### src/rtl/rfs_pkg.sv
`timescale 1ns / 1ps

package rfs_pkg;

	// field widths fixed by the bus and the register file
	localparam int WORD_W     = 16;
	localparam int CFG_DATA_W = 11;
	localparam int CFG_IDX_W  = 2;
	localparam int MODE_W     = 2;
	localparam int STEP_W     = 4;

	// controller modes
	localparam logic [MODE_W-1:0] MODE_DCS16 = 2'd0;
	localparam logic [MODE_W-1:0] MODE_DCS8  = 2'd1;
	localparam logic [MODE_W-1:0] MODE_REG   = 2'd2;
	localparam logic [MODE_W-1:0] MODE_ALT   = 2'd3;

	// register indexes
	localparam logic [CFG_IDX_W-1:0] CFG_MODE   = 2'd0;
	localparam logic [CFG_IDX_W-1:0] CFG_WIDTH  = 2'd1;
	localparam logic [CFG_IDX_W-1:0] CFG_HEIGHT = 2'd2;

	// register reset values
	localparam logic [MODE_W-1:0]     RST_MODE   = MODE_DCS8;
	localparam logic [CFG_DATA_W-1:0] RST_WIDTH  = 11'd320;
	localparam logic [CFG_DATA_W-1:0] RST_HEIGHT = 11'd480;

	// input actions
	localparam logic ACT_START   = 1'b0;
	localparam logic ACT_ADVANCE = 1'b1;

	// header lengths
	localparam logic [STEP_W-1:0] HDR_LEN_DCS = 4'd11;
	localparam logic [STEP_W-1:0] HDR_LEN_REG = 4'd13;

	// dcs commands
	localparam logic [WORD_W-1:0] DCS_COL_ADDR = 16'h002A;
	localparam logic [WORD_W-1:0] DCS_PAGE_ADDR = 16'h002B;
	localparam logic [WORD_W-1:0] DCS_MEM_WRITE = 16'h002C;

	// register-indexed window commands
	localparam logic [WORD_W-1:0] REG_HSTART = 16'h0050;
	localparam logic [WORD_W-1:0] REG_HEND   = 16'h0051;
	localparam logic [WORD_W-1:0] REG_VSTART = 16'h0052;
	localparam logic [WORD_W-1:0] REG_VEND   = 16'h0053;
	localparam logic [WORD_W-1:0] REG_GRAM_X = 16'h0020;
	localparam logic [WORD_W-1:0] REG_GRAM_Y = 16'h0021;
	localparam logic [WORD_W-1:0] REG_GRAM_WR = 16'h0022;

	// one panel bus word
	typedef struct packed {
		logic              is_command;
		logic [WORD_W-1:0] word;
	} bus_word_t;

endpackage

### src/rtl/rfs_hdr_gen.sv
`timescale 1ns / 1ps

module rfs_hdr_gen #(
	parameter int COORD_W = 10
) (
	input  logic [rfs_pkg::MODE_W-1:0] mode,
	input  logic [rfs_pkg::STEP_W-1:0] step,
	input  logic [COORD_W-1:0]         win_left,
	input  logic [COORD_W-1:0]         win_top,
	input  logic [COORD_W-1:0]         win_right,
	input  logic [COORD_W-1:0]         win_bottom,
	output rfs_pkg::bus_word_t         hdr
);

	localparam int PAD_W = rfs_pkg::WORD_W - COORD_W;

	logic [rfs_pkg::WORD_W-1:0] left_w, top_w, right_w, bottom_w;
	rfs_pkg::bus_word_t         dcs, regw;

	// coordinates widened to a bus word
	assign left_w   = {{PAD_W{1'b0}}, win_left};
	assign top_w    = {{PAD_W{1'b0}}, win_top};
	assign right_w  = {{PAD_W{1'b0}}, win_right};
	assign bottom_w = {{PAD_W{1'b0}}, win_bottom};

	// dcs window header, coordinates as high and low bytes
	always_comb begin
		dcs.is_command = 1'b0;
		dcs.word       = '0;
		unique case (step)
			4'd0: begin
				dcs.is_command = 1'b1;
				dcs.word       = rfs_pkg::DCS_COL_ADDR;
			end
			4'd1: dcs.word = {8'h00, left_w[15:8]};
			4'd2: dcs.word = {8'h00, left_w[7:0]};
			4'd3: dcs.word = {8'h00, right_w[15:8]};
			4'd4: dcs.word = {8'h00, right_w[7:0]};
			4'd5: begin
				dcs.is_command = 1'b1;
				dcs.word       = rfs_pkg::DCS_PAGE_ADDR;
			end
			4'd6: dcs.word = {8'h00, top_w[15:8]};
			4'd7: dcs.word = {8'h00, top_w[7:0]};
			4'd8: dcs.word = {8'h00, bottom_w[15:8]};
			4'd9: dcs.word = {8'h00, bottom_w[7:0]};
			default: begin
				dcs.is_command = 1'b1;
				dcs.word       = rfs_pkg::DCS_MEM_WRITE;
			end
		endcase
	end

	// register-indexed window header, index then value
	always_comb begin
		regw.is_command = 1'b0;
		regw.word       = '0;
		unique case (step)
			4'd0: begin
				regw.is_command = 1'b1;
				regw.word       = rfs_pkg::REG_HSTART;
			end
			4'd1: regw.word = left_w;
			4'd2: begin
				regw.is_command = 1'b1;
				regw.word       = rfs_pkg::REG_HEND;
			end
			4'd3: regw.word = right_w;
			4'd4: begin
				regw.is_command = 1'b1;
				regw.word       = rfs_pkg::REG_VSTART;
			end
			4'd5: regw.word = top_w;
			4'd6: begin
				regw.is_command = 1'b1;
				regw.word       = rfs_pkg::REG_VEND;
			end
			4'd7: regw.word = bottom_w;
			4'd8: begin
				regw.is_command = 1'b1;
				regw.word       = rfs_pkg::REG_GRAM_X;
			end
			4'd9: regw.word = left_w;
			4'd10: begin
				regw.is_command = 1'b1;
				regw.word       = rfs_pkg::REG_GRAM_Y;
			end
			4'd11: regw.word = top_w;
			default: begin
				regw.is_command = 1'b1;
				regw.word       = rfs_pkg::REG_GRAM_WR;
			end
		endcase
	end

	assign hdr = (mode == rfs_pkg::MODE_REG) ? regw : dcs;

endmodule

### src/rtl/rect_fill_bus_sequencer.sv
`timescale 1ns / 1ps

// channel  | direction | handshake             | payload
// in       | input     | in_valid / in_ready   | action, rect_x, rect_y, rect_w, rect_h,
//          |           |                       | pixel_color
// out      | output    | out_valid / out_ready | is_command, bus_word, fill_done
// cfg      | input     | cfg_we (no wait)      | cfg_index, cfg_data
//
// one word per cycle: a start or advance word is taken every cycle while the
// output register is empty or being drained in the same cycle.
// an advance word's result is registered in the output register in the cycle after it
// is taken; a start word and an advance while idle give no result.
// arst_n idles the fill state, empties the output register and loads the
// register defaults.
// a stall on out only holds in_ready low while the output register is full.

module rect_fill_bus_sequencer #(
	parameter int PANEL_DIM_MAX = 1024
) (
	input  logic                                  clk,
	input  logic                                  arst_n,
	input  logic                                  in_valid,
	output logic                                  in_ready,
	input  logic                                  action,
	input  logic [15:0]                           rect_x,
	input  logic [15:0]                           rect_y,
	input  logic [15:0]                           rect_w,
	input  logic [15:0]                           rect_h,
	input  logic [15:0]                           pixel_color,
	output logic                                  out_valid,
	input  logic                                  out_ready,
	output logic                                  is_command,
	output logic [rfs_pkg::WORD_W-1:0]            bus_word,
	output logic                                  fill_done,
	input  logic                                  cfg_we,
	input  logic [rfs_pkg::CFG_IDX_W-1:0]         cfg_index,
	input  logic [rfs_pkg::CFG_DATA_W-1:0]        cfg_data
);

	localparam int COORD_W = $clog2(PANEL_DIM_MAX);
	localparam int DIM_W   = $clog2(PANEL_DIM_MAX + 1);

	// config registers
	logic [rfs_pkg::MODE_W-1:0]     mode_q;
	logic [rfs_pkg::CFG_DATA_W-1:0] width_q, height_q;

	// fill state
	logic                       fill_active_q, fill_active_d;
	logic [rfs_pkg::STEP_W-1:0] header_step_q, header_step_d;
	logic                       low_byte_next_q, low_byte_next_d;
	logic [COORD_W-1:0]         win_left_q, win_top_q, win_right_q, win_bottom_q;
	logic [COORD_W-1:0]         col_last_q, col_cnt_q, row_cnt_q;
	logic [COORD_W-1:0]         col_cnt_d, row_cnt_d;
	logic [15:0]                colour_q;

	// output register
	logic                 out_valid_q;
	rfs_pkg::bus_word_t   out_word_q;
	logic                 out_done_q;

	logic                       in_fire, load_win;
	logic [rfs_pkg::MODE_W-1:0] eff_mode;
	logic [rfs_pkg::STEP_W-1:0] hdr_len;
	logic [31:0]                pw32, ph32;
	logic [DIM_W-1:0]           pw, ph, avail_w, avail_h, w_clip, h_clip;
	logic                       drop;
	logic [COORD_W-1:0]         new_right, new_bottom, new_w_m1, new_h_m1;
	rfs_pkg::bus_word_t         hdr, res_word;
	logic                       res_valid, res_done;

	assign in_ready = !out_valid_q || out_ready;
	assign in_fire  = in_valid && in_ready;

	// mode 3 runs as mode 0
	assign eff_mode = (mode_q == rfs_pkg::MODE_ALT) ? rfs_pkg::MODE_DCS16 : mode_q;
	assign hdr_len  = (eff_mode == rfs_pkg::MODE_REG) ? rfs_pkg::HDR_LEN_REG
	                                                  : rfs_pkg::HDR_LEN_DCS;

	// effective panel size, clamped to 1..PANEL_DIM_MAX
	always_comb begin
		pw32 = 32'(width_q);
		ph32 = 32'(height_q);
		if (pw32 == 32'd0)
			pw32 = 32'd1;
		else if (pw32 > 32'(PANEL_DIM_MAX))
			pw32 = 32'(PANEL_DIM_MAX);
		if (ph32 == 32'd0)
			ph32 = 32'd1;
		else if (ph32 > 32'(PANEL_DIM_MAX))
			ph32 = 32'(PANEL_DIM_MAX);
	end
	assign pw = pw32[DIM_W-1:0];
	assign ph = ph32[DIM_W-1:0];

	// rectangle reject and clip
	assign drop = (rect_w == 16'd0) || (rect_h == 16'd0)
	           || (32'(rect_x) >= 32'(pw)) || (32'(rect_y) >= 32'(ph));
	assign avail_w = pw - rect_x[DIM_W-1:0];
	assign avail_h = ph - rect_y[DIM_W-1:0];
	assign w_clip  = (32'(rect_w) > 32'(avail_w)) ? avail_w : rect_w[DIM_W-1:0];
	assign h_clip  = (32'(rect_h) > 32'(avail_h)) ? avail_h : rect_h[DIM_W-1:0];
	assign new_w_m1   = COORD_W'(w_clip - DIM_W'(1));
	assign new_h_m1   = COORD_W'(h_clip - DIM_W'(1));
	assign new_right  = rect_x[COORD_W-1:0] + new_w_m1;
	assign new_bottom = rect_y[COORD_W-1:0] + new_h_m1;

	rfs_hdr_gen #(
		.COORD_W (COORD_W)
	) u_hdr (
		.mode       (eff_mode),
		.step       (header_step_q),
		.win_left   (win_left_q),
		.win_top    (win_top_q),
		.win_right  (win_right_q),
		.win_bottom (win_bottom_q),
		.hdr        (hdr)
	);

	// next state and result for the accepted word
	always_comb begin
		fill_active_d   = fill_active_q;
		header_step_d   = header_step_q;
		low_byte_next_d = low_byte_next_q;
		col_cnt_d       = col_cnt_q;
		row_cnt_d       = row_cnt_q;
		load_win        = 1'b0;
		res_valid       = 1'b0;
		res_done        = 1'b0;
		res_word        = hdr;
		if (in_fire) begin
			if (action == rfs_pkg::ACT_START) begin
				fill_active_d   = !drop;
				header_step_d   = '0;
				low_byte_next_d = 1'b0;
				load_win        = !drop;
				col_cnt_d       = new_w_m1;
				row_cnt_d       = new_h_m1;
			end else if (fill_active_q) begin
				res_valid = 1'b1;
				if (header_step_q < hdr_len) begin
					header_step_d = header_step_q + 4'd1;
				end else begin
					res_word.is_command = 1'b0;
					if (eff_mode == rfs_pkg::MODE_DCS8 && !low_byte_next_q) begin
						// high byte, pixel not finished yet
						res_word.word   = {8'h00, colour_q[15:8]};
						low_byte_next_d = 1'b1;
					end else begin
						res_word.word   = (eff_mode == rfs_pkg::MODE_DCS8)
						                  ? {8'h00, colour_q[7:0]} : colour_q;
						low_byte_next_d = 1'b0;
						// step column, then row; last pixel ends the fill
						if (col_cnt_q == '0) begin
							if (row_cnt_q == '0) begin
								res_done      = 1'b1;
								fill_active_d = 1'b0;
								header_step_d = '0;
							end else begin
								col_cnt_d = col_last_q;
								row_cnt_d = row_cnt_q - COORD_W'(1);
							end
						end else begin
							col_cnt_d = col_cnt_q - COORD_W'(1);
						end
					end
				end
			end
		end
	end

	// control state and config registers
	always_ff @(posedge clk or negedge arst_n) begin
		if (!arst_n) begin
			mode_q          <= rfs_pkg::RST_MODE;
			width_q         <= rfs_pkg::RST_WIDTH;
			height_q        <= rfs_pkg::RST_HEIGHT;
			fill_active_q   <= 1'b0;
			header_step_q   <= '0;
			low_byte_next_q <= 1'b0;
			out_valid_q     <= 1'b0;
		end else begin
			if (cfg_we) begin
				unique case (cfg_index)
					rfs_pkg::CFG_MODE:   mode_q   <= cfg_data[rfs_pkg::MODE_W-1:0];
					rfs_pkg::CFG_WIDTH:  width_q  <= cfg_data;
					rfs_pkg::CFG_HEIGHT: height_q <= cfg_data;
					default: ;
				endcase
			end
			fill_active_q   <= fill_active_d;
			header_step_q   <= header_step_d;
			low_byte_next_q <= low_byte_next_d;
			if (in_fire)
				out_valid_q <= res_valid;
			else if (out_ready)
				out_valid_q <= 1'b0;
		end
	end

	// window, colour, counters and output word
	always_ff @(posedge clk) begin
		col_cnt_q <= col_cnt_d;
		row_cnt_q <= row_cnt_d;
		if (load_win) begin
			win_left_q   <= rect_x[COORD_W-1:0];
			win_top_q    <= rect_y[COORD_W-1:0];
			win_right_q  <= new_right;
			win_bottom_q <= new_bottom;
			col_last_q   <= new_w_m1;
			colour_q     <= pixel_color;
		end
		if (in_fire && res_valid) begin
			out_word_q <= res_word;
			out_done_q <= res_done;
		end
	end

	assign out_valid  = out_valid_q;
	assign is_command = out_word_q.is_command;
	assign bus_word   = out_word_q.word;
	assign fill_done  = out_done_q;

	// the last word of a fill is always pixel data
	a_done_is_data: assert property (@(posedge clk) disable iff (!arst_n)
		(out_valid_q && out_done_q) |-> !out_word_q.is_command)
		else $error("fill_done on a command word");

	// a finished fill leaves the block idle
	a_done_goes_idle: assert property (@(posedge clk) disable iff (!arst_n)
		(in_fire && res_valid && res_done) |=> !fill_active_q)
		else $error("fill still active after last word");

	// idle block always restarts its header from the first step
	a_idle_step_zero: assert property (@(posedge clk) disable iff (!arst_n)
		!fill_active_q |-> (header_step_q == '0))
		else $error("header step nonzero while idle");

	// no low byte pending outside a fill
	a_idle_no_low: assert property (@(posedge clk) disable iff (!arst_n)
		!fill_active_q |-> !low_byte_next_q)
		else $error("low byte pending while idle");

	// header step never runs past the longest header
	a_step_bound: assert property (@(posedge clk) disable iff (!arst_n)
		header_step_q <= rfs_pkg::HDR_LEN_REG)
		else $error("header step out of range");

endmodule
### config.mk
export PLATFORM = sky130hd
export DESIGN_NAME = rect_fill_bus_sequencer
export DESIGN_NICKNAME = d
export VERILOG_FILES = /design/src/rtl/rfs_pkg.sv /design/src/rtl/rfs_hdr_gen.sv /design/src/rtl/rect_fill_bus_sequencer.sv
export SDC_FILE = /design/constraint.sdc
export NUM_CORES = 1
export LEC_CHECK = 0
export ABC_AREA = 1
export BUFFER_PORTS_ARGS = -buffer_cell sky130_fd_sc_hd__buf_2
export CORE_ASPECT_RATIO = 0.8
export CORE_MARGIN = 2
export CORE_UTILIZATION = 40
export CTS_CLUSTER_SIZE = 12
export DETAILED_ROUTE_END_ITERATION = 6
export GPL_TIMING_DRIVEN = 0
export SYNTH_ARGS = -nofsm -noshare
export SYNTH_HDL_FRONTEND = slang
export SYNTH_SLANG_ARGS = --single-unit
### constraint.sdc
create_clock -name clk -period 6.8 [get_ports clk]
set_clock_uncertainty 0.05 [all_clocks]
set_input_delay 0.68 -clock clk [delete_from_list [all_inputs] [get_ports clk]]
set_output_delay 0.68 -clock clk [all_outputs]
set_load 0.005 [all_outputs]
==> impl_metrics.yaml, run 1 <==
outcome:
  outcome: "finished, final reports clean"
logic_synthesis:
  yosysTopAreaCellShare_pct: 30.77
  yosys-top-cells-area: "edfxtp_1 (31%), nand2_1 (11%), ha_1 (11%)"
  syn_area_mm2: 0.01015
  synth.most_common_cell: "nand2_1"
  ys_seq_area_share_pct: 38.50
  yosysTopAreaCell: "edfxtp_1"
  syn_avg_cell_area_um2: 7.862
  netlist_instances: 1291
  synth_nets: 1486
  synth_async_sr_flop_share_pct: 22.96
  synth_seq_cells: 135
  yosys_warnings: 0
  synth_ff_type: "edfxtp_1"
  synth_edf_count: 104
  ys_types: 53
  yosys-top-cells-count: "nand2_1 (309), inv_1 (220), edfxtp_1 (104)"
cells_and_area:
  fin_nets: 1625
  register_area_mm2: 0.003908
  fillers: 2516
  layoutNonFillerInstCount: 1766
  stdcell_area_mm2: 0.01183
  multiInputGateArea_mm2: 0.005338
  synthToLayoutAreaGrowth_pct: 16.56
  diodes: 0
  drive_gt1_share_pct: 15.33
clock_network:
  cts_inserted_buffers: 17
  clk_latency_ns: 0.43
  root_buffer: "clkbuf_16"
  cts_setup_buffers: 0
  cts.sinks: 135
  cts_tree: "done"
  htreeDepth: 4
  clk_pin_slew_ns: 0.06
  clockBufferDepth: 2
sta:
  slew_headroom_pct: 32.03
  max_freq_mhz: 163.6
  hold_slack_ns: 0.2779
  report.final.hold_viol_count: 0
  period_share_pct: 89.87
  slew_violations: 0
  final.setup.worst_slack_ns: 0.6886
  finalSetupViolCount: 0
  worstMarginPinSlew_ns: 1.016
  rsz0062_at_grt: "no"
  setup_tns_ns: 0
  finalCriticalPeriod_ns: 6.111
placement:
  post_dp_cell_area_mm2: 0.01121
  portBuffers: 117
  dp_cells: 1735
  gp_congestion: 0.9593
  dp_hpwl_um: 22450
  pre_cts_slack_ns: 0.5403
worst_setup_path:
  timing_worst_setup_path_type: "reg -> reg"
  critPathRequiredTime_ns: 6.91
  crit_start: "width_q[8]"
  rr_endpoint: "win_right_q[8]"
  r2r_cells: 40
  cp_data_arrival_time_ns: 6.22
  cp_max_fo: 10
  cp_common_cell: "nand2_1"
  start_kind: "flip-flop"
  max_stage_delay_ns: 0.55
  reg2reg_slack_ns: 0.69
  crit_family: "simple AND/OR/NAND/NOR gates"
  worst_setup_path_end_kind: "flip-flop"
  crit_path_top_delay_cell: "dfstp_2"
  crit_buf_inv: 6
  timing.rr.start: "width_q[8]"
floorplan:
  dieArea_mm2: 0.02667
  start_util_pct: 40.41
  dieHeight_um: 146.5
  core-area_mm2: 0.02511
  die_w_um: 182.1
  rows: 52
  io_pins: 119
job:
  maxCapViolations: 0
power:
  peakVddDrop_mv: 0.1927
  power_density_mw_per_mm2: 291.3
  total_leakage_power_uw: 0.005727
routing:
  drtPass1Iterations: 7
  vias: 8935
  wl_um: 27600
  wl_per_cell_um: 15.63
  ant_nets: 0
  viasPerCell: 5.059
  drtIter0Drc: 640
  drc: 0
global_routing:
  grt_antenna_before_repair: 0
  grt_max_degree: 32
  grt_pass1_vias: 8372
  grt_pass1_wl_um: 44480
  grt_use_total_pct: 21.25
  overflow: 0
hold_path:
  hp-class: "in -> async"
flip-flops by register name (all words and copies together) (netlist names):
| signal | flops |
|---|---|
| bus_word | 16 |
| col_cnt_q | 10 |
| col_last_q | 10 |
| colour_q | 16 |
| fill_active_q | 1 |
| fill_done | 1 |
| header_step_q | 4 |
| height_q | 11 |
| is_command | 1 |
| low_byte_next_q | 1 |
| mode_q | 2 |
| out_valid | 1 |
| row_cnt_q | 10 |
| width_q | 11 |
| win_bottom_q | 10 |
| win_left_q | 10 |
| win_right_q | 10 |
| win_top_q | 10 |
stage by stage:
stage | total power (µW) | util [%]
6_report | 3446 | 47.11
3_5_place_dp | 2486 | 44.64
2_1_floorplan | 2113 | -
3_3_place_gp | 2469 | 44.36
4_1_cts | 3436 | 47.04
5_1_grt | 3702 | 47.11
power by group:
part           switching [µW]  internal, µW  leakage, µW  total, µW
Sequential               41.0           999      0.00131       1040
Combinational             941           523      0.00413       1460
Clock                     366           577     0.000286        942
final cells by class:
type                            instances  area share, %
Buffer                                 13         0.6029
Clock buffer                           17          3.596
Clock inverter                         14          1.481
Inverter                              230          7.298
Multi-Input combinational cell        913          45.12
Sequential cell                       135          33.03
Tap cell                              324          3.427
Timing Repair Buffer                  120          5.447
timing repair:
action,CTS,global route
hold buffers,0,0
endpoints found under the setup margin,0,4
gates resized for setup,0,5
metal layers:
metal / track usage [%] / part of all wire (%)
met1: 33.22 / 52
met2: 30.23 / 41
met3: 3.692 / 5.9
met4: 4.879 / 1.3
met5: 0 / 0
cell families (layout without fill, tap and decap cells):
logic type,after synthesis,count (layout),synth area share [%]
AND/OR/NAND/NOR,562,562,24.53
buffers and inverters,243,394,9.209
AO/OA/AOI/OAI,213,213,11.93
flip-flops,135,135,38.50
adder cells (fa/ha/maj),96,96,12.13
XOR/XNOR,42,42,3.698
cell usage in the layout (no fill, tap or decap), types with 4 or more instances in the layout:
cell type,count
nand2_1,309
inv_1,220
buf_2,120
edfxtp_1,104
ha_1,92
nor2_1,90
o21ai_0,81
nand3_1,72
a21oi_1,68
xor2_1,33
dfrtp_1,24
clkbuf_16,17
nor3_1,14
nand4_1,14
nor2_2,13
nand2_2,12
nor4_1,10
o22ai_1,10
xnor2_1,8
inv_2,8
clkbuf_1,8
a22oi_1,8
o21ai_1,7
nor2_4,7
dfstp_2,7
nand2_4,4
and2_1,4
a221oi_1,4
o211ai_1,4
fa_1,4
clkinv_4,4
worst max path at each step:
stage	cells after the start	end	slack [ns]
final	40	win_right_q[8]	0.69
after global routing	41	win_right_q[8]	0.007
after CTS	41	win_bottom_q[9]	0.53
after detailed placement	41	win_bottom_q[9]	0.54
after global placement	19	colour_q[9]	-0.47
after floorplan	41	win_bottom_q[9]	1.30
(Power assumes the default switching activity.)
==> inputs of run 2 (changes only) <==
Settings changed: CTS_BUF_LIST from default to sky130_fd_sc_hd__clkbuf_4.
==> impl_metrics.yaml, run 2 (synthesis gave the netlist of run 1 again) <==
outcome:
  outcome: "finished, final reports clean"
sta:
  report.final.hold_viol_count: 0
  finalSetupViolCount: 0
  worstMarginPinSlew_ns: 1.025
  rsz0062_at_grt: "no"
  finalCriticalPeriod_ns: 6.173
  period_share_pct: 90.78
  slew_violations: 0
  setup_tns_ns: 0
  slew_headroom_pct: 31.41
  final.setup.worst_slack_ns: 0.6271
  max_freq_mhz: 162.0
clock_network:
  cts_inserted_buffers: 17
  clk_latency_ns: 0.57
  root_buffer: "clkbuf_4"
  cts_tree: "done"
  holdBufCountCts: 0
  cts.sinks: 135
  cts_setup_buffers: 0
  clockBufferDepth: 2
  clk_pin_slew_ns: 0.12
  htreeDepth: 4
placement:
  portBuffers: 117
  gp_congestion: 0.9593
  dp_cells: 1735
  dp_hpwl_um: 22450
  pre_cts_slack_ns: 0.5403
floorplan:
  dieArea_mm2: 0.02667
  die_w_um: 182.1
  start_util_pct: 40.41
  io_pins: 119
  rows: 52
  dieHeight_um: 146.5
  core-area_mm2: 0.02511
power:
  peakVddDrop_mv: 0.1151
  total_leakage_power_uw: 0.005596
  power_density_mw_per_mm2: 265.8
global_routing:
  grt_antenna_before_repair: 1
  grt_max_degree: 32
  grt_pass1_wl_um: 43930
  overflow: 0
  grt_use_total_pct: 21.02
  grt_pass1_vias: 8289
routing:
  drtIter0Drc: 730
  wl_per_cell_um: 15.53
  viasPerCell: 5.065
  vias: 8949
  drtPass1Iterations: 6
  drc: 0
  wl_um: 27450
  ant_nets: 0
worst_setup_path:
  crit_path_top_delay_cell: "dfstp_2"
  critPathRequiredTime_ns: 7.05
  start_kind: "flip-flop"
  cp_max_fo: 8
  timing_worst_setup_path_type: "reg -> reg"
  cp_data_arrival_time_ns: 6.43
  max_stage_delay_ns: 0.58
  cp_common_cell: "nand2_1"
  worst_setup_path_end_kind: "flip-flop"
  reg2reg_slack_ns: 0.63
cells_and_area:
  drive_gt1_share_pct: 15.26
  final_cell_mix: "nand2_1 (309), inv_1 (220), buf_2 (120)"
  fillers: 2567
  synthToLayoutAreaGrowth_pct: 13.61
  layoutNonFillerInstCount: 1767
  final_common_cell: "nand2_1"
  fin_nets: 1625
job:
  maxCapViolations: 0
hold_path:
  hp-class: "in -> async"
[run 2: cell count changes in the layout (fill, tap and decap cells not counted), sizes merged]
cell,change
diode,+1
[run 2: path summary, 6_finish.rpt]
path / startpoint / to / depth (start not counted)
hold reg to reg: mode_q[1] / mode_q[1] / 2
hold / removal: arst_n / height_q[9] / 1
min in group clk: pixel_color[12] / colour_q[12] / 1
setup / recovery: width_q[8] / win_right_q[9] / 41
setup reg to reg: width_q[8] / win_right_q[9] / 41
max in group asynchronous: arst_n / height_q[1] / 1
[run 2: per-stage QoR]
| step | cell area (µm²) | hold WS (ns) | power [µW] | utilization (%) |
|---|---|---|---|---|
| after CTS | 11510 | 0.1139 | 3061 | 45.85 |
| after detailed placement | 11210 | 0.4266 | 2486 | 44.64 |
| after floorplan | 10150 | 0.3344 | 2113 | - |
| after global routing | 11530 | 0.1316 | 3324 | 45.91 |
| after global placement | 11140 | 0.4237 | 2469 | 44.36 |
| final | 11530 | 0.1336 | 3065 | 45.91 |
[run 2: cell type report]
type / count / area [µm²] / share of cell area, %
repair buffers: 120 / 644.4 / 5.588
flip-flops and latches: 135 / 3908 / 33.89
plain buffers: 13 / 71.32 / 0.6185
diodes: 1 / 2.502 / 0.02170
inverters: 230 / 863.3 / 7.487
multi-input cells: 913 / 5334 / 46.26
clock inverters: 14 / 175.2 / 1.519
well taps: 324 / 405.4 / 3.516
clock buffers: 17 / 127.6 / 1.107
[run 2: layer usage]
metal  vias to the layer above  GRT usage (%)  wire, µm
met1                      4106          33.04     14290
met4                         0          4.355       325
li1                       4555              -         -
met5                         -              0         0
met2                       269          30.02     11150
met3                        19          3.492      1683
[run 2: where the power goes]
group	internal (µW)	total (µW)	switching [µW]
registers	997	1040	40.8
logic	521	1460	934
clock network	255	572	317
[run 2: critical path: cells and delay by family, from the launching register on]
family,cells,cell delay [ns]
simple gates,24,2.15
fa+ha+maj,4,1.31
compound gates,8,1.22
flops,1,0.58
xor+xnor,2,0.41
buf+inv,3,0.21
[run 2: timing repair]
item / CTS / global route
endpoints found under the setup margin: 0 / 4
resized for setup: 0 / 4
hold endpoints to repair: 0 / 0
